`config.mk`:
```
export PLATFORM = sky130hd
export DESIGN_NAME = command_flag_stripper_unit
export DESIGN_NICKNAME = d
export VERILOG_FILES = /design/src/hw/rtl/cfs_pkg.sv /design/src/hw/rtl/cfs_front.sv /design/src/hw/rtl/cfs_back.sv /design/src/hw/rtl/command_flag_stripper_unit.sv
export SDC_FILE = /design/constraint.sdc
export NUM_CORES = 1
export LEC_CHECK = 0
export BUFFER_PORTS_ARGS = -buffer_cell sky130_fd_sc_hd__buf_2
export CAP_MARGIN = 20
export CORE_MARGIN = 2
export CORE_UTILIZATION = 55
export CTS_CLUSTER_SIZE = 30
export DETAILED_ROUTE_END_ITERATION = 10
export PLACE_DENSITY = 0.72
export SLEW_MARGIN = 20
export SYNTH_ARGS = -nofsm -noshare
export SYNTH_HDL_FRONTEND = slang
export SYNTH_HIERARCHICAL = 1
export SYNTH_SLANG_ARGS = --single-unit
```
`constraint.sdc`:
```
create_clock -name clk -period 7.44 [get_ports clk]
set_input_delay 0.372 -clock clk [delete_from_list [all_inputs] [get_ports clk]]
set_output_delay 0.372 -clock clk [all_outputs]
set_load 0.02 [all_outputs]
```
`src/hw/rtl/cfs_pkg.sv`:
```
`default_nettype none

package cfs_pkg;

  // Byte codes the filter looks for.
  localparam logic [7:0] CH_SPACE   = 8'h20;
  localparam logic [7:0] CH_TAB     = 8'h09;
  localparam logic [7:0] CH_EQUAL   = 8'h3d;
  localparam logic [7:0] CH_DASH    = 8'h2d;
  localparam logic [7:0] CH_UPPER_A = 8'h41;
  localparam logic [7:0] CH_UPPER_Z = 8'h5a;
  localparam logic [7:0] CH_LOWER_A = 8'h61;
  localparam logic [7:0] CH_LOWER_Z = 8'h7a;

  // The keyword "exec", first byte in the top bits.
  localparam logic [31:0] EXEC_WORD = 32'h65786563;

  // Lookahead: four held bytes plus the incoming one.
  localparam int unsigned WIN_DEPTH = 5;
  localparam int unsigned CNT_W     = 3;

  typedef enum logic [1:0] {
    MODE_NORMAL = 2'd0,
    MODE_NAME   = 2'd1,
    MODE_VALUE  = 2'd2,
    MODE_PASS   = 2'd3
  } mode_t;

  typedef struct packed {
    logic [7:0] ch;
    logic       last;
  } in_t;

  typedef struct packed {
    logic [7:0] out_char;
    logic       has_char;
    logic       end_of_string;
  } out_t;

  // A byte with its precomputed classes.
  typedef struct packed {
    logic [7:0] ch;
    logic       is_space;
    logic       is_tab;
    logic       is_equal;
    logic       is_dash;
    logic       is_letter;
  } cls_t;

  // One queue entry between the front and the back.
  typedef struct packed {
    cls_t cls;
    logic last;
  } entry_t;

endpackage

`default_nettype wire

```
`src/hw/rtl/cfs_front.sv`:
```
`default_nettype none

// Accepts input words, classifies each byte and holds it in a two-entry queue.
module cfs_front (
  input  wire logic            clk,
  input  wire logic            rst,
  input  wire logic            item_valid,
  output logic                 item_stall,
  input  wire cfs_pkg::in_t    item,
  output logic                 q_valid,
  output cfs_pkg::entry_t      q_data,
  input  wire logic            q_pop
);

  cfs_pkg::entry_t entries [2];
  logic            wr_ptr;
  logic            rd_ptr;
  logic [1:0]      fill;
  logic            push;
  cfs_pkg::entry_t new_entry;

  always_comb begin
    new_entry.cls.ch        = item.ch;
    new_entry.cls.is_space  = (item.ch == cfs_pkg::CH_SPACE);
    new_entry.cls.is_tab    = (item.ch == cfs_pkg::CH_TAB);
    new_entry.cls.is_equal  = (item.ch == cfs_pkg::CH_EQUAL);
    new_entry.cls.is_dash   = (item.ch == cfs_pkg::CH_DASH);
    new_entry.cls.is_letter =
      ((item.ch >= cfs_pkg::CH_UPPER_A) && (item.ch <= cfs_pkg::CH_UPPER_Z)) ||
      ((item.ch >= cfs_pkg::CH_LOWER_A) && (item.ch <= cfs_pkg::CH_LOWER_Z));
    new_entry.last          = item.last;
  end

  assign item_stall = (fill == 2'd2);
  assign push       = item_valid && !item_stall;
  assign q_valid    = (fill != 2'd0);
  assign q_data     = entries[rd_ptr];

  always_ff @(posedge clk) begin
    if (push) begin
      entries[wr_ptr] <= new_entry;
    end
  end

  always_ff @(posedge clk) begin
    if (rst) begin
      wr_ptr <= 1'b0;
      rd_ptr <= 1'b0;
      fill   <= 2'd0;
    end else begin
      if (push) begin
        wr_ptr <= !wr_ptr;
      end
      if (q_pop) begin
        rd_ptr <= !rd_ptr;
      end
      if (push && !q_pop) begin
        fill <= fill + 2'd1;
      end else if (!push && q_pop) begin
        fill <= fill - 2'd1;
      end
    end
  end

endmodule

`default_nettype wire

```
`src/hw/rtl/cfs_back.sv`:
```
`default_nettype none

// Lookahead window and filter mode: one decision per cycle unless stalled,
// results through an output register. During a final string the newest
// kept byte waits in a pending register so that the end mark can land on it.
module cfs_back (
  input  wire logic             clk,
  input  wire logic             rst,
  input  wire logic             q_valid,
  input  wire cfs_pkg::entry_t  q_data,
  output logic                  q_pop,
  output logic                  result_valid,
  input  wire logic             result_stall,
  output cfs_pkg::out_t         result
);

  cfs_pkg::cls_t                 win       [cfs_pkg::WIN_DEPTH];
  cfs_pkg::cls_t                 win_i     [cfs_pkg::WIN_DEPTH];
  cfs_pkg::cls_t                 win_next  [cfs_pkg::WIN_DEPTH];
  logic [cfs_pkg::CNT_W-1:0]     win_cnt;
  logic [cfs_pkg::CNT_W-1:0]     win_cnt_i;
  logic [cfs_pkg::CNT_W-1:0]     win_cnt_next;
  cfs_pkg::mode_t                mode;
  cfs_pkg::mode_t                mode_i;
  cfs_pkg::mode_t                mode_next;
  logic                          fin;
  logic                          fin_i;
  logic                          fin_next;
  logic                          pend_valid;
  logic                          pend_valid_next;
  logic [7:0]                    pend_ch;
  logic [7:0]                    pend_ch_next;
  cfs_pkg::out_t                 result_next;

  logic       work;
  logic       final_now;
  logic       exec_hit;
  logic       flag_hit;
  logic       emit;
  logic [1:0] shift;
  logic       out_write;
  logic       advance;
  logic       busy_after;

  assign exec_hit = (win_cnt >= 3'd4) &&
    ({win[0].ch, win[1].ch, win[2].ch, win[3].ch} == cfs_pkg::EXEC_WORD) &&
    ((win_cnt == 3'd4) || win[4].is_space || win[4].is_tab);
  assign flag_hit = (win_cnt >= 3'd3) && win[0].is_dash && win[1].is_dash &&
                    win[2].is_letter;

  always_comb begin
    work      = (win_cnt != 3'd0) &&
                !((mode == cfs_pkg::MODE_NORMAL) && (win_cnt < 3'd5) && !fin);
    final_now = fin && (win_cnt == 3'd0);
    mode_i    = mode;
    emit      = 1'b0;
    shift     = 2'd0;

    if (work) begin
      unique case (mode)
        cfs_pkg::MODE_PASS: begin
          emit  = 1'b1;
          shift = 2'd1;
        end
        cfs_pkg::MODE_NAME: begin
          if (win[0].is_equal) begin
            mode_i = cfs_pkg::MODE_VALUE;
          end else if (win[0].is_space) begin
            mode_i = cfs_pkg::MODE_NORMAL;
          end
          shift = 2'd1;
        end
        cfs_pkg::MODE_VALUE: begin
          if (win[0].is_space) begin
            mode_i = cfs_pkg::MODE_NORMAL;
          end
          shift = 2'd1;
        end
        cfs_pkg::MODE_NORMAL: begin
          if (exec_hit) begin
            mode_i = cfs_pkg::MODE_PASS;
          end else if (flag_hit) begin
            mode_i = cfs_pkg::MODE_NAME;
            shift  = 2'd2;
          end else begin
            emit  = 1'b1;
            shift = 2'd1;
          end
        end
      endcase
    end

    win_i[0] = (shift == 2'd2) ? win[2] : ((shift == 2'd1) ? win[1] : win[0]);
    win_i[1] = (shift == 2'd2) ? win[3] : ((shift == 2'd1) ? win[2] : win[1]);
    win_i[2] = (shift == 2'd2) ? win[4] : ((shift == 2'd1) ? win[3] : win[2]);
    win_i[3] = (shift == 2'd1) ? win[4] : win[3];
    win_i[4] = win[4];
    win_cnt_i = win_cnt - {1'b0, shift};
    fin_i     = fin;

    // The closing word returns everything to the idle state.
    if (final_now) begin
      mode_i    = cfs_pkg::MODE_NORMAL;
      win_cnt_i = '0;
      fin_i     = 1'b0;
    end

    // Results during a final string go through the pending register.
    out_write = final_now || (emit && (!fin || pend_valid));
    advance   = !out_write || !result_valid || !result_stall;

    if (final_now) begin
      result_next.out_char      = pend_valid ? pend_ch : 8'd0;
      result_next.has_char      = pend_valid;
      result_next.end_of_string = 1'b1;
    end else if (fin) begin
      result_next.out_char      = pend_ch;
      result_next.has_char      = 1'b1;
      result_next.end_of_string = 1'b0;
    end else begin
      result_next.out_char      = win[0].ch;
      result_next.has_char      = 1'b1;
      result_next.end_of_string = 1'b0;
    end

    pend_valid_next = pend_valid;
    pend_ch_next    = pend_ch;
    if (final_now) begin
      pend_valid_next = 1'b0;
    end else if (emit && fin) begin
      pend_valid_next = 1'b1;
      pend_ch_next    = win[0].ch;
    end

    // A new byte joins once the current one needs no further decision.
    busy_after = ((win_cnt_i != 3'd0) &&
                  !((mode_i == cfs_pkg::MODE_NORMAL) && (win_cnt_i < 3'd5) && !fin_i)) ||
                 (fin_i && (win_cnt_i == 3'd0));
    q_pop = advance && q_valid && !busy_after;

    win_next     = win_i;
    win_cnt_next = win_cnt_i;
    fin_next     = fin_i;
    mode_next    = mode_i;
    if (q_pop) begin
      win_next[win_cnt_i] = q_data.cls;
      win_cnt_next        = win_cnt_i + 3'd1;
      fin_next            = q_data.last;
    end
  end

  always_ff @(posedge clk) begin
    if (advance) begin
      win     <= win_next;
      pend_ch <= pend_ch_next;
    end
    if (advance && out_write) begin
      result <= result_next;
    end
  end

  always_ff @(posedge clk) begin
    if (rst) begin
      win_cnt      <= '0;
      mode         <= cfs_pkg::MODE_NORMAL;
      fin          <= 1'b0;
      pend_valid   <= 1'b0;
      result_valid <= 1'b0;
    end else begin
      if (advance) begin
        win_cnt    <= win_cnt_next;
        mode       <= mode_next;
        fin        <= fin_next;
        pend_valid <= pend_valid_next;
      end
      if (advance && out_write) begin
        result_valid <= 1'b1;
      end else if (!result_stall) begin
        result_valid <= 1'b0;
      end
    end
  end

endmodule

`default_nettype wire

```
`src/hw/rtl/command_flag_stripper_unit.sv`:
```
// Command flag stripper: takes a command string one byte per word and
// returns it with long flags removed ("--" and a letter, the name up to and
// including a space, and after an '=' the value up to and including one
// space). Once "exec" is followed by a space, a tab or the end of the
// string, everything from there on passes unchanged. A word with last set
// closes the string; the final result word carries end_of_string, and a
// string that keeps no byte still yields one word with has_char clear. In
// the steady state with no stalls, one byte is taken and one result given
// per cycle. Each decision starts once four bytes of lookahead are held,
// so results trail the input by four words. The window logic makes one
// decision per cycle unless stalled: an "exec" match is a decision with
// no result, each byte skipped from the lookahead after a flag start is
// one decision, and the end of a string flushes the held bytes one per
// cycle and then gives the closing word. A two-word queue and an output
// register let the input keep flowing while a result waits to be taken.

`default_nettype none

module command_flag_stripper_unit (
  input  wire logic          clk,
  input  wire logic          rst,
  input  wire logic          item_valid,
  output logic               item_stall,
  input  wire cfs_pkg::in_t  item,
  output logic               result_valid,
  input  wire logic          result_stall,
  output cfs_pkg::out_t      result
);

  logic            q_valid;
  logic            q_pop;
  cfs_pkg::entry_t q_data;

  // Front: byte classes computed on entry and held in a short queue.
  cfs_front u_front (
    .clk        (clk),
    .rst        (rst),
    .item_valid (item_valid),
    .item_stall (item_stall),
    .item       (item),
    .q_valid    (q_valid),
    .q_data     (q_data),
    .q_pop      (q_pop)
  );

  // Back: the lookahead window, filter mode and result register.
  cfs_back u_back (
    .clk          (clk),
    .rst          (rst),
    .q_valid      (q_valid),
    .q_data       (q_data),
    .q_pop        (q_pop),
    .result_valid (result_valid),
    .result_stall (result_stall),
    .result       (result)
  );

endmodule

`default_nettype wire

```
-- Word level (Yosys, flattened, before mapping)
Memories as Yosys holds them, arrays and structs flattened. A register that Yosys moved wholly into a read port is not among the register bits.
Cells that the tools add are included.
- RAM bits: 28
- input bits: 13
- memories: 1
- register bits: 95
- word-level logic and storage cells: 173
- output and inout bits: 12
- memory list (name ; depth ; bits a word ; rd ports ; clocked after Yosys merged registers in ; wr ports ; RTL line ; source):
    u_front.entries ; 2 ; 14 ; 1 ; 1 ; 1 ; cfs_front.sv:15 ; cfs_pkg::entry_t entries [2];
- reduce and logical (&&, ||, !) cells: 58
- $add $sub $neg: 4
- magnitude comparators: 10
- mux-type cells: 43
- bitwise logic cells: 2
- equality and inequality tests: 13
- operators with widths (kind ; number):
    2-to-1 mux 13 bit ; 8
    bitwise mux 65 bit ; 1
    2-to-1 mux 65 bit ; 1
    demux 13 bit (select 3 bit) ; 1
    equality test 32 x 31 -> 1 bit (second input constant) ; 1
    equality test 8 x 6 -> 1 bit (second input constant) ; 3
    logical AND 1 bit ; 24
    2-to-1 mux 2 bit ; 11
    2-to-1 mux 10 bit ; 2
    >= comparator 8 x 7 -> 1 bit (second input constant) ; 2
    <= comparator 8 x 7 -> 1 bit (second input constant) ; 2
    zero test 1 bit ; 13
    2-to-1 mux 1 bit ; 13
    equality test 2 bit (second input constant) ; 4
    equality test 8 x 4 -> 1 bit (second input constant) ; 1
    logical OR 1 bit ; 8
    2-to-1 mux 8 bit ; 1
    zero test 3 bit ; 2
    less-than comparator 3 bit (second input constant) ; 2
    2-to-1 mux 3 bit ; 2
    one-hot mux 2 bit (3 select lines) ; 1
    nonzero test 2 bit ; 3
    nonzero test 3 bit ; 2
    equality test 2 x 1 -> 1 bit (second input constant) ; 2
    other kinds (18) ; 20

-- Depth between registers and ports, before layout
Gate-level depths: netlist of run 1.
- word-level depth: 21
- gate-level depth with buffers: 22
- gate-level depth less buffers: 20

-- Modules after synthesis
Netlist of run 1, hierarchy kept.
- by module, submodules not included (module ; sequential area each (um^2) ; cells each ; area an instance (um^2) ; times used):
    cfs_back ; 2472.4 ; 477 ; 4858.4 ; 1
    cfs_front ; 940.9 ; 83 ; 1300.0 ; 1

-- Worst setup path before layout of run 1
No wires, ideal clock.
- path type: reg-to-reg
- start point: register u_back/win[34] (netlist name)
- end point: register with a tool-made name
- stages on the path, launching flop included: 16
- path buffers: 2
- period minus slack after synthesis: 5425 ps
- required time: 7023 ps
- setup time: 417 ps
- setup slack: 2015 ps
- arrival time: 5009 ps
- path through: edfxtp_1 > or4b_4 > nor4_4 > nand4_1 > nand2_1 > inv_2 > buf_1 > ha_1 > fa_1 > or2_2 > clkbuf_1 > ha_1 > a21oi_1 > o21ai_1 > nand3_1 > nor4_1
- RTL lines (item ; RTL line ; source):
    start, declared ; cfs_back.sv:17 ; cfs_pkg::cls_t win [cfs_pkg::WIN_DEPTH];
    start signal, assigned ; cfs_back.sv:154 ; win <= win_next;

-- Worst setup path in the final report of run 1
- start point: register u_back/win[34] (netlist name)
- end point: register u_front.fill[1]
- cells in the longest elaborated chain, start to end: 19
- elaborated cells between the ends (all ways): 38
- those cells by class: add/sub: 1; order compare: 1; eq/ne: 1; mux: 12; reduce/logical: 23
- RTL lines (item ; RTL line ; source):
    equality test 32 x 31 -> 1 bit (*) ; cfs_back.sv:46 ; ({win[0].ch, win[1].ch, win[2].ch, win[3].ch} == cfs_pkg::EXEC_WORD) &&
    logical AND 1 bit (*) ; cfs_back.sv:45 ; assign exec_hit = (win_cnt >= 3'd4) &&
    logical AND 1 bit (*) ; cfs_back.sv:46 ;
    2-to-1 mux 2 bit ; cfs_back.sv:80 ; if (exec_hit) begin
    one-hot mux 2 bit (2 select lines) ; cfs_back.sv:60 ; unique case (mode)
    2-to-1 mux 2 bit ; cfs_back.sv:59 ; if (work) begin
    subtractor 3 x 2 -> 3 bit ; cfs_back.sv:98 ; win_cnt_i = win_cnt - {1'b0, shift};
    2-to-1 mux 3 bit ; cfs_back.sv:102 ; if (final_now) begin
    [... 4 more ...] ; -- ;
    logical AND 1 bit ; cfs_back.sv:136 ; busy_after = ((win_cnt_i != 3'd0) &&
    logical OR 1 bit ; cfs_back.sv:137 ; !((mode_i == cfs_pkg::MODE_NORMAL) && (win_cnt_i < 3'd5) && !fin_i)) ||
    zero test 1 bit ; cfs_back.sv:139 ; q_pop = advance && q_valid && !busy_after;
    logical AND 1 bit (*) ; cfs_back.sv:139 ;
    named net q_pop ; command_flag_stripper_unit.sv:31 ; logic q_pop;
    zero test 1 bit ; cfs_front.sv:57 ; if (push && !q_pop) begin
    logical AND 1 bit ; cfs_front.sv:57 ;
    2-to-1 mux 2 bit or nonzero test 2 bit (tied branches) ; -- ;
    end signal, assigned ; cfs_front.sv:58 ; fill <= fill + 2'd1;
    end signal, assigned ; cfs_front.sv:60 ; fill <= fill - 2'd1;
    end, declared ; cfs_front.sv:18 ; logic [1:0] fill;
The timed path passes the listed nets; every way through them passes the cells marked *.
A chain may end at the register's enable or synchronous reset.

==> results.sh, run 1 <==
export IMPL_yosys_warnings=6
export IMPL_drv_cap=0
export IMPL_cp_start_kind="register"
export IMPL_status="finished clean"
export IMPL_grt_ovfl_total=0
export IMPL_leakagePower_nw=2.61
export IMPL_rsz0062_at_grt="false"
export IMPL_routed_top_layer="met4"
export IMPL_cts_root_buf="clkbuf_8"
export IMPL_ys_types=64
export IMPL_fillers=845
export IMPL_dieArea_um2=12100
export IMPL_multi_input_area_um2=2510
export IMPL_final_min_clock_period_ns=5.77
export IMPL_place_area_um2=6360
export IMPL_slowest_delay_ns=0.59
export IMPL_drtPass1Iterations=5
export IMPL_place_hpwl_um=8660
export IMPL_path_max_fanout=46
export IMPL_maxSlewViolCount=0
export IMPL_die_h_um=110
export IMPL_fin_setup_tns_ns=0
export IMPL_route_detailed_drc=0
export IMPL_avgRoutedWirePerCell_um=17.7
export IMPL_cts_clk_slew_worst_paths_ns=0.06
export IMPL_cts_made_buffers=17
export IMPL_synth_flop_cell="edfxtp_1"
export IMPL_clkPwrFrac_pct=25.2
export IMPL_wl_met2_um=6300
export IMPL_syn_area_um2=6160
export IMPL_dp_cells=699
export IMPL_vdd_drop_max_v=0.000214
export IMPL_cts_tree="built"
export IMPL_whs_ns=0.0480
export IMPL_drive_above_1_share_pct=20.0
export IMPL_nNetsFinal=600
export IMPL_cts_htree_levels=4
export IMPL_drtIter0Drc=460
export IMPL_r2r_end="u_front/fill[1]"
export IMPL_finalWorstSetupSlack_ns=1.67
export IMPL_synthArstFlopShare_pct=0
export IMPL_clock_sinks=118
export IMPL_viasPerCell=5.94
export IMPL_ff2ff_path_depth=18
export IMPL_dp_slack_ns=1.72
export IMPL_timing_final_hold_violations=0
export IMPL_required_ns=7.88
export IMPL_route_met3_wl_um=728
export IMPL_worstSetupPathType="reg2reg"
export IMPL_p_comb_share_pct=35.0
export IMPL_pin_count=25
export IMPL_antenna_cells=0
export IMPL_holdPathEnd="u_front/entries[0][0]"
export IMPL_hold_start="item[0]"
export IMPL_vias=4342
export IMPL_area_growth_pct=12.6
export IMPL_fin_crit_sh_pct=77.5
export IMPL_final_core_util_pct=63.7
export IMPL_cts_hold_buf=0
export IMPL_critPathSlowestCell="or4b_4"
export IMPL_finalInstanceArea_um2=6930
export IMPL_synth_edff_count=105
export IMPL_r2r_start="u_back/win[34]"
export IMPL_gp_congestion=0.834
export IMPL_worstPathArrival_ns=6.20
export IMPL_grt_pass1_vias=4173
export IMPL_netlist_instances=560
export IMPL_ys_seq_elements=118
export IMPL_setup_viol=0
export IMPL_rrSetupSlack_ns=1.67
export IMPL_wirelength_um=13000
export IMPL_final_cells=731
export IMPL_rows=38
export IMPL_path_depth=18
export IMPL_fp_dieW_um=110
export IMPL_p_total_mw=3.09
export IMPL_cts_setup_buffers=0
export IMPL_worstMarginPinSlew_ns=0.966
export IMPL_crit_family="simple AND/OR/NAND/NOR gates"
export IMPL_power_frac_seq_pct=39.8
export IMPL_post_cts_resized=0
export IMPL_seq_area_um2=3410
export IMPL_drt_met1_wl_um=5760
export IMPL_worstHoldPathType="in2reg"
export IMPL_clockBufferDepth=2
export IMPL_ys_seq_area_share_pct=55.4
export IMPL_cp_end_kind="register"
export IMPL_slew_headroom_pct=35.2
export IMPL_synthesis_nets=582
export IMPL_core_um2=10900
export IMPL_grt_antenna_before_repair=0
export IMPL_p_int_mw=2.02
export IMPL_port_buffers=24
export IMPL_start_util_pct=56.6
export IMPL_path_cells="or4b_4 -> nor4_4 -> nand4_1 -> nand2_1 -> buf_4 -> inv_2 -> ha_1 -> fa_1 -> xor2_1 -> nand2_1 -> a211o_1 -> and3_1 -> nand3_1 -> inv_1 -> inv_1 -> ha_1 -> or3_1 -> a21oi_1"
export IMPL_clk_latency_ns=0.52
export IMPL_syn_avg_cell_area_um2=11.0
export IMPL_grt_max_degree=67
export IMPL_grt_usage_pct=23.4
export IMPL_worstHoldPathCells=1
export IMPL_p_sw_mw=1.07
export IMPL_swShare_pct=34.6
export IMPL_fin_worst_skew_ns=0.00961
export IMPL_max_clock_freq_mhz=173
export IMPL_grt_first_pass_wirelength_um=21300
export IMPL_power_density_nw_per_um2=446
export IMPL_ant_nets=0
export IMPL_crit_buf_inv=4
-- final cells by class --
class,instances,area share [%]
clock buffer,20,6.42
tap,140,2.53
multi-input combinational,384,36.2
timing repair buffer,28,2.17
inverter,29,1.59
sequential,118,49.2
clock inverter,12,1.86
-- worst reg2reg max path, stage by stage, from the launching register on --
cell and delay, ns:
edfxtp_1 0.45, or4b_4 0.59, nor4_4 0.38, nand4_1 0.17, nand2_1 0.09, buf_4 0.34, inv_2 0.44, ha_1 0.36
fa_1 0.39, xor2_1 0.17, nand2_1 0.23, a211o_1 0.16, and3_1 0.57, nand3_1 0.25, inv_1 0.17, inv_1 0.06
ha_1 0.33, or3_1 0.38, a21oi_1 0.18
-- layout by cell type (no fill, tap or decap), types with 3 or more instances in the layout --
cell type,count
buf_4,4
nand4_1,18
a31oi_1,34
inv_1,27
clkinv_2,4
buf_2,24
clkinvlp_4,6
mux2_2,29
mux2i_1,12
nand3_1,10
ha_1,8
nand2_1,85
nand2b_1,4
or2_2,5
a21oi_1,14
dfxtp_1,13
nor2b_1,3
mux2_4,10
clkbuf_8,3
nand4b_1,3
and3_1,5
mux2_1,9
o21ai_0,29
nor3_1,4
edfxtp_1,105
clkbuf_16,16
nor2_1,56
xor2_1,3
-- how the worst max path moves through the flow --
stage                        start              end  slack, ns
finish              u_back/win[34]  u_front/fill[1]       1.67
global route        u_back/win[58]  u_front/fill[1]       1.25
floorplan           u_back/win[34]         register       2.01
global placement    u_back/win[34]  u_front/fill[1]       2.02
detailed placement  u_back/win[34]  u_front/fill[1]       1.72
CTS                 u_back/win[34]  u_front/fill[1]       1.72
-- cells in the mapped netlist, drive strengths merged, types with 2 or more instances --
library cell / instances / area, µm²
nor2: 56 / 210
nor4: 4 / 40.0
nand3: 10 / 50.1
o21a: 3 / 23.8
dfxtp: 13 / 260
o2111a: 2 / 22.5
nand2b: 4 / 25.0
clkbuf: 14 / 52.6
or4b: 2 / 23.8
nand4: 19 / 125
o21ai: 31 / 159
buf: 15 / 78.8
nor2b: 4 / 27.5
edfxtp: 105 / 3150
inv: 28 / 105
and4b: 2 / 20.0
and3: 5 / 31.3
xor2: 3 / 26.3
and2: 2 / 12.5
nand4b: 3 / 26.3
maj3: 2 / 21.3
ha: 8 / 100
or3: 3 / 23.8
nor3: 6 / 40.0
a31oi: 34 / 213
mux2i: 12 / 120
mux2: 48 / 578
nand2: 85 / 319
nor4b: 2 / 17.5
a21oi: 14 / 70.1
or2: 5 / 31.3
-- power by group through the flow --
stage / combinational, mW / clock, mW / sequential, mW
floorplan: 0.863 / 0 / 1.18
global placement: 1.03 / 0 / 1.22
detailed placement: 1.07 / 0 / 1.23
CTS: 1.07 / 0.792 / 1.22
global route: 1.19 / 0.826 / 1.25
finish: 1.08 / 0.779 / 1.23
-- kinds of logic (layout without fill, tap and decap cells) --
logic type | Yosys count | count (layout) | share of synthesized area, %
flops | 118 | 118 | 55.4
fa+ha+maj | 11 | 11 | 2.30
simple gates | 216 | 216 | 17.2
buf+inv | 58 | 89 | 3.92
mux | 60 | 60 | 11.3
xor+xnor | 4 | 4 | 0.569
compound gates | 93 | 93 | 9.22
-- per-layer routing --
metal,vias up,global-route usage [%]
met4,0,8.68
met5,-,0
met1,2089,31.3
met3,15,5.45
li1,2098,-
met2,140,37.2
(Power assumes the default switching activity.)
==> run 2: changes to the inputs <==
--- a/config.mk
+++ b/config.mk
@@ -5,6 +5,7 @@
 export SDC_FILE = /design/constraint.sdc
 export NUM_CORES = 1
 export LEC_CHECK = 0
+export ABC_AREA = 1
 export BUFFER_PORTS_ARGS = -buffer_cell sky130_fd_sc_hd__buf_2
 export CAP_MARGIN = 20
 export CORE_MARGIN = 2
==> constraint.sdc (replaced) <==
create_clock -name clk -period 5.8 [get_ports clk]
set_input_delay 0.29 -clock clk [delete_from_list [all_inputs] [get_ports clk]]
set_output_delay 0.29 -clock clk [all_outputs]
set_load 0.02 [all_outputs]
==> run 2 against run 1 <==
  * Non-clock buffer count increased by 4
  * Maximum frequency increased by 32%
  * Register-to-register slack lost 0.23 ns
  * Flip-flop and latch count unchanged
  * Sequential share of layout area shrank 3.8 points
  * Final area grew 8.3%
  * Cell count increased by 37%
  * Sequential power up 25%
  * Critical path type unchanged
==> results.sh, run 2 <==
export IMPL_status="finished clean"
export IMPL_cts_clk_slew_worst_paths_ns=0.05
export IMPL_cts_tree="built"
export IMPL_dieArea_um2=13200
export IMPL_slew_headroom_pct=39.5
export IMPL_pin_count=25
export IMPL_drv_cap=0
export IMPL_clk_latency_ns=0.42
export IMPL_final_cells=1004
export IMPL_drtIter0Drc=590
export IMPL_slowest_delay_ns=0.55
export IMPL_max_clock_freq_mhz=230
export IMPL_synth_common_cells="nand2_1, nand3_1, edfxtp_1"
export IMPL_syn_area_um2=6750
export IMPL_syn_avg_cell_area_um2=8.14
export IMPL_cts_htree_levels=4
export IMPL_synth_top_area_cell="edfxtp_1"
export IMPL_grt_max_degree=58
export IMPL_final_core_util_pct=62.5
export IMPL_cp_end_kind="register"
export IMPL_path_cells="nand2_1 -> nand3b_1 -> nor2_1 -> nand3_2 -> nand2_2 -> nand2_2 -> nand2_2 -> inv_2 -> ha_1 -> fa_1 -> xor2_1 -> nand2_1 -> inv_2 -> o21ai_1 -> o211ai_1 -> inv_2 -> nand2_4 -> inv_2 -> nand2_2 -> buf_4 -> nor2_1 -> buf_4"
export IMPL_grt_antenna_before_repair=0
export IMPL_antenna_cells=0
export IMPL_drive_above_1_share_pct=12.1
export IMPL_vdd_drop_max_v=0.000453
export IMPL_setup_viol=0
export IMPL_crit_buf_inv=6
export IMPL_fp_dieW_um=115
export IMPL_place_area_um2=6900
export IMPL_cts_made_buffers=17
export IMPL_grt_usage_pct=24.2
export IMPL_core_um2=12000
export IMPL_final_common_cell="nand2_1"
export IMPL_place_hpwl_um=9790
export IMPL_fin_worst_skew_ns=0.00845
export IMPL_synth_flop_cell="edfxtp_1"
export IMPL_critPathSlowestCell="dfxtp_1"
export IMPL_rsz0062_at_grt="false"
export IMPL_gp_congestion=0.867
export IMPL_port_buffers=24
export IMPL_leakagePower_nw=3.33
export IMPL_fin_crit_sh_pct=75.1
export IMPL_synth_area_top_cells="edfxtp_1, nand2_1, nand3_1, inv_1, o21ai_0"
export IMPL_worstSetupPathType="reg2reg"
export IMPL_crit_family="simple AND/OR/NAND/NOR gates"
export IMPL_ant_nets=0
export IMPL_ys_seq_elements=118
export IMPL_cts_root_buf="clkbuf_16"
export IMPL_path_max_fanout=47
export IMPL_drtPass1Iterations=5
export IMPL_power_density_nw_per_um2=639
export IMPL_rows=40
export IMPL_worstMarginPinSlew_ns=0.908
export IMPL_clockBufferDepth=2
export IMPL_maxSlewViolCount=0
export IMPL_avgRoutedWirePerCell_um=14.9
export IMPL_ys_types=35
export IMPL_finalWorstSetupSlack_ns=1.44
export IMPL_start_util_pct=56.2
export IMPL_netlist_instances=829
export IMPL_synth_edff_count=105
export IMPL_synthArstFlopShare_pct=0
export IMPL_final_min_clock_period_ns=4.36
export IMPL_post_cts_resized=0
export IMPL_worstHoldPathType="in2reg"
export IMPL_grt_first_pass_wirelength_um=24900
export IMPL_area_growth_pct=11.3
export IMPL_cp_start_kind="register"
export IMPL_ys_seq_area_share_pct=50.6
export IMPL_synthDominantCellAreaShare_pct=46.7
export IMPL_yosys_warnings=6
export IMPL_nNetsFinal=866
export IMPL_cts_setup_buffers=0
export IMPL_clock_sinks=118
export IMPL_worstPathArrival_ns=4.52
export IMPL_die_h_um=115
export IMPL_required_ns=5.97
export IMPL_layout_common_cells="nand2_1, nand3_1, edfxtp_1, inv_1, o21ai_0"
export IMPL_vias=5578
export IMPL_viasPerCell=5.56
export IMPL_yosysMostFrequentCell="nand2_1"
export IMPL_timing_final_hold_violations=0
export IMPL_grt_pass1_vias=5193
export IMPL_grt_ovfl_total=0
export IMPL_fin_setup_tns_ns=0
export IMPL_synthesis_nets=851
export IMPL_wirelength_um=14900
export IMPL_cts_hold_buf=0
export IMPL_dp_cells=972
export IMPL_dp_slack_ns=1.50
export IMPL_finalInstanceArea_um2=7510
export IMPL_route_detailed_drc=0
-- run 2: cell count changes after synthesis, moves of 10 or more --
cell and delta:
nand2_1 +203, nand3_1 +96, inv_1 +53, a31oi_1 -34
o21ai_0 +25, nor2_1 -19, o21ai_1 +18, mux2_2 -15
mux2i_1 -12, nand4_1 -12, mux2_4 -10
-- run 2: kinds of logic after synthesis --
logic type	Yosys count	share of synthesized area, %
AND/OR/NAND/NOR	465	29.4
AO/OA/AOI/OAI	96	7.57
multiplexers	14	2.34
adder cells (fa/ha/maj)	9	1.78
buffers and inverters	125	8.05
XOR/XNOR	2	0.260
flip-flops	118	50.6
-- run 2: area by class of cell --
cell class	instances	area, µm²
inverters	89	334
multi-input cells	586	2790
clock inverters	8	92.6
repair buffers	32	180
well taps	147	184
flip-flops and latches	118	3410
clock buffers	24	514
fillers	1028	4500
-- run 2: power breakdown --
group          total, mW  switching [mW]  internal, mW
clock network       1.06           0.362         0.702
registers           1.54           0.180          1.36
logic               2.20            1.52         0.677
-- run 2: stage by stage --
step / total power [mW] / hold slack [ns]
5_1_grt: 5.18 / 0.0478
3_3_place_gp: 3.61 / 0.474
3_5_place_dp: 3.70 / 0.483
6_report: 4.80 / 0.0597
4_1_cts: 4.79 / 0.0489
2_1_floorplan: 3.30 / 0.359
-- run 2: worst reg2reg max path, delay by kind of cell (launching register included) --
kind | cells | cell delay, ns
and+or+nand+nor | 11 | 1.33
buffers and inverters | 6 | 1.14
xor gates and xnor gates | 1 | 0.18
AOI/OAI and AO/OA | 2 | 0.17
DFF | 1 | 0.55
adders and majority gates | 2 | 0.74
-- run 2: worst paths after layout --
path	slack, ns	end	depth (start not counted)	start
worst min register to register	0.49	u_back/pend_valid	2	u_back/pend_valid
worst min-delay path	0.06	u_front/entries[0][0]	1	item[0]
worst max register to register	1.44	register	22	u_back/win_cnt[2]
worst max-delay path	1.44	register	22	u_back/win_cnt[2]
-- run 2: metal layers --
layer  vias to the layer above  global-route usage (%)  wire (µm)
li1                       2771                       -          -
met5                         -                       0          0
met3                        23                    5.80        901
met4                         0                    9.40        284
met2                       201                    39.5       7240
met1                      2583                    31.4       6500
==> run 3: changes to the inputs <==
==> constraint.sdc (replaced) <==
create_clock -name clk -period 4.2 [get_ports clk]
set_input_delay 0.21 -clock clk [delete_from_list [all_inputs] [get_ports clk]]
set_output_delay 0.21 -clock clk [all_outputs]
set_load 0.02 [all_outputs]
==> run 3 against run 2 <==
  * Register-to-register slack got worse by 0.98 ns
  * Total power increased by 35%
  * Clock-buffer cell count decreased by 6
  * First-iteration DRC count unchanged
  * Worst setup slack got worse by 0.98 ns
  * Worst hold slack got worse by 0.038 ns
  * Cell count unchanged
  * Combinational power increased by 38%
  * Via count increased by 0.50%
  * Critical path type unchanged
==> results.sh, run 3 (synthesized netlist as in run 2, its figures left out) <==
export IMPL_wirelength_um=14800
export IMPL_setup_viol=0
export IMPL_status="finished clean"
export IMPL_clock_sinks=118
export IMPL_pin_count=25
export IMPL_avgRoutedWirePerCell_um=14.8
export IMPL_critPathSlowestCell="dfxtp_1"
export IMPL_grt_usage_pct=23.8
export IMPL_antenna_cells=0
export IMPL_required_ns=4.50
export IMPL_layout_common_cells="nand2_1, nand3_1, edfxtp_1, inv_1, o21ai_0"
export IMPL_core_um2=12000
export IMPL_nNetsFinal=867
export IMPL_vdd_drop_max_v=0.000455
export IMPL_fp_dieW_um=115
export IMPL_whs_ns=0.0216
export IMPL_final_common_cell="nand2_1"
export IMPL_path_max_fanout=49
export IMPL_p_int_mw=3.66
export IMPL_final_core_util_pct=62.1
export IMPL_cts_htree_levels=4
export IMPL_leakagePower_nw=3.30
export IMPL_path_depth=21
export IMPL_post_cts_resized=0
export IMPL_cts_made_buffers=17
export IMPL_drive_above_1_share_pct=11.9
export IMPL_clkPwrFrac_pct=20.6
export IMPL_clockBufferDepth=2
export IMPL_place_hpwl_um=9500
export IMPL_slew_headroom_pct=38.1
export IMPL_crit_buf_inv=4
export IMPL_ant_nets=0
export IMPL_grt_pass1_vias=5058
export IMPL_route_detailed_drc=0
export IMPL_start_util_pct=56.2
export IMPL_maxSlewViolCount=0
export IMPL_grt_ovfl_total=0
export IMPL_grt_antenna_before_repair=0
export IMPL_p_sw_mw=2.84
export IMPL_grt_first_pass_wirelength_um=24400
export IMPL_ff2ff_path_depth=21
export IMPL_final_min_clock_period_ns=3.74
export IMPL_rows=40
export IMPL_cts_tree="built"
export IMPL_vias=5606
export IMPL_drv_cap=0
export IMPL_worstHoldPathType="in2reg"
export IMPL_timing_final_hold_violations=0
export IMPL_drtIter0Drc=590
export IMPL_die_h_um=115
export IMPL_power_frac_seq_pct=32.7
export IMPL_cp_start_kind="register"
export IMPL_worstHoldPathCells=1
export IMPL_p_comb_share_pct=46.7
export IMPL_gp_congestion=0.891
export IMPL_worstSetupPathType="reg2reg"
export IMPL_cts_clk_slew_worst_paths_ns=0.05
export IMPL_dieArea_um2=13200
export IMPL_crit_family="simple AND/OR/NAND/NOR gates"
export IMPL_drtPass1Iterations=5
export IMPL_slowest_delay_ns=0.51
export IMPL_rsz0062_at_grt="false"
export IMPL_cp_end_kind="register"
export IMPL_grt_max_degree=58
export IMPL_area_growth_pct=10.6
export IMPL_fin_setup_tns_ns=0
export IMPL_swShare_pct=43.7
export IMPL_path_cells="nand2_1 -> nand3b_1 -> nor2_1 -> nand3_2 -> nand2_2 -> nand2_2 -> nand2_2 -> inv_2 -> ha_1 -> fa_1 -> xor2_1 -> nand2_1 -> inv_2 -> o21ai_1 -> o211ai_1 -> inv_2 -> nand2_4 -> nor2_4 -> buf_4 -> xnor2_1 -> nor2_1"
export IMPL_power_density_nw_per_um2=871
export IMPL_p_total_mw=6.50
export IMPL_worstPathArrival_ns=4.04
export IMPL_cts_root_buf="clkbuf_16"
export IMPL_max_clock_freq_mhz=267
export IMPL_port_buffers=24
export IMPL_fin_worst_skew_ns=0.0108
export IMPL_fin_crit_sh_pct=89.0
export IMPL_clk_latency_ns=0.42
export IMPL_worstMarginPinSlew_ns=0.929
export IMPL_viasPerCell=5.58
-- run 3: cell count changes in the layout (fill, tap and decap cells not counted) --
cell / before / now
clkinv_4: 0 / 1
clkbuf_1: 3 / 1
nor2_1: 37 / 35
dlygate4sd3_1: 0 / 1
clkinv_1: 0 / 5
clkbuf_8: 2 / 0
clkbuf_16: 19 / 17
clkinv_2: 5 / 4
nor2_2: 0 / 2
-- run 3: timing repair --
item | in CTS | in global routing
endpoints found under the setup margin | 0 | 0
hold buffers | 1 | 0
setup buffers | 0 | 0
hold endpoints to repair | 2 | 0
-- run 3: power groups by stage --
stage | logic [mW] | registers [mW] | clock network (mW)
final | 3.04 | 2.12 | 1.34
after global routing | 3.42 | 2.17 | 1.41
after CTS | 2.99 | 2.12 | 1.36
after detailed placement | 2.96 | 2.14 | 0
after global placement | 2.85 | 2.13 | 0
after floorplan | 2.45 | 2.11 | 0
-- run 3: metal layers --
layer | vias up | GRT usage (%) | wire length, µm
li1 | 2780 | - | -
met3 | 11 | 5.06 | 1060
met2 | 235 | 38.2 | 6990
met5 | - | 0 | 0
met1 | 2580 | 31.9 | 6660
met4 | 0 | 9.24 | 139
-- run 3: stage by stage --
stage / cells / cell area, µm² / setup slack (ns)
floorplan: 829 / 6750 / 0.289
detailed placement: 972 / 6910 / 0.551
global placement: 972 / 6900 / 0.682
CTS: 1004 / 7460 / 0.512
finish: 1004 / 7460 / 0.460
global route: 1004 / 7460 / 0.186
-- run 3: layout make-up --
type	instances	area (µm²)
fill	1004	4550
sequential	118	3410
multi-input combinational	586	2800
clock buffer	18	429
inverter	89	334
timing repair buffer	33	190
tap	147	184
clock inverter	13	115
-- run 3: worst paths after layout --
path / startpoint / to / slack, ns
setup / recovery: u_back/win_cnt[2] / u_front/rd_ptr / 0.46
hold / removal: item[8] / u_front/entries[1][13] / 0.02
setup reg to reg: u_back/win_cnt[2] / u_front/rd_ptr / 0.46
hold reg to reg: u_back/win[58] / u_back/pend_ch[1] / 0.48
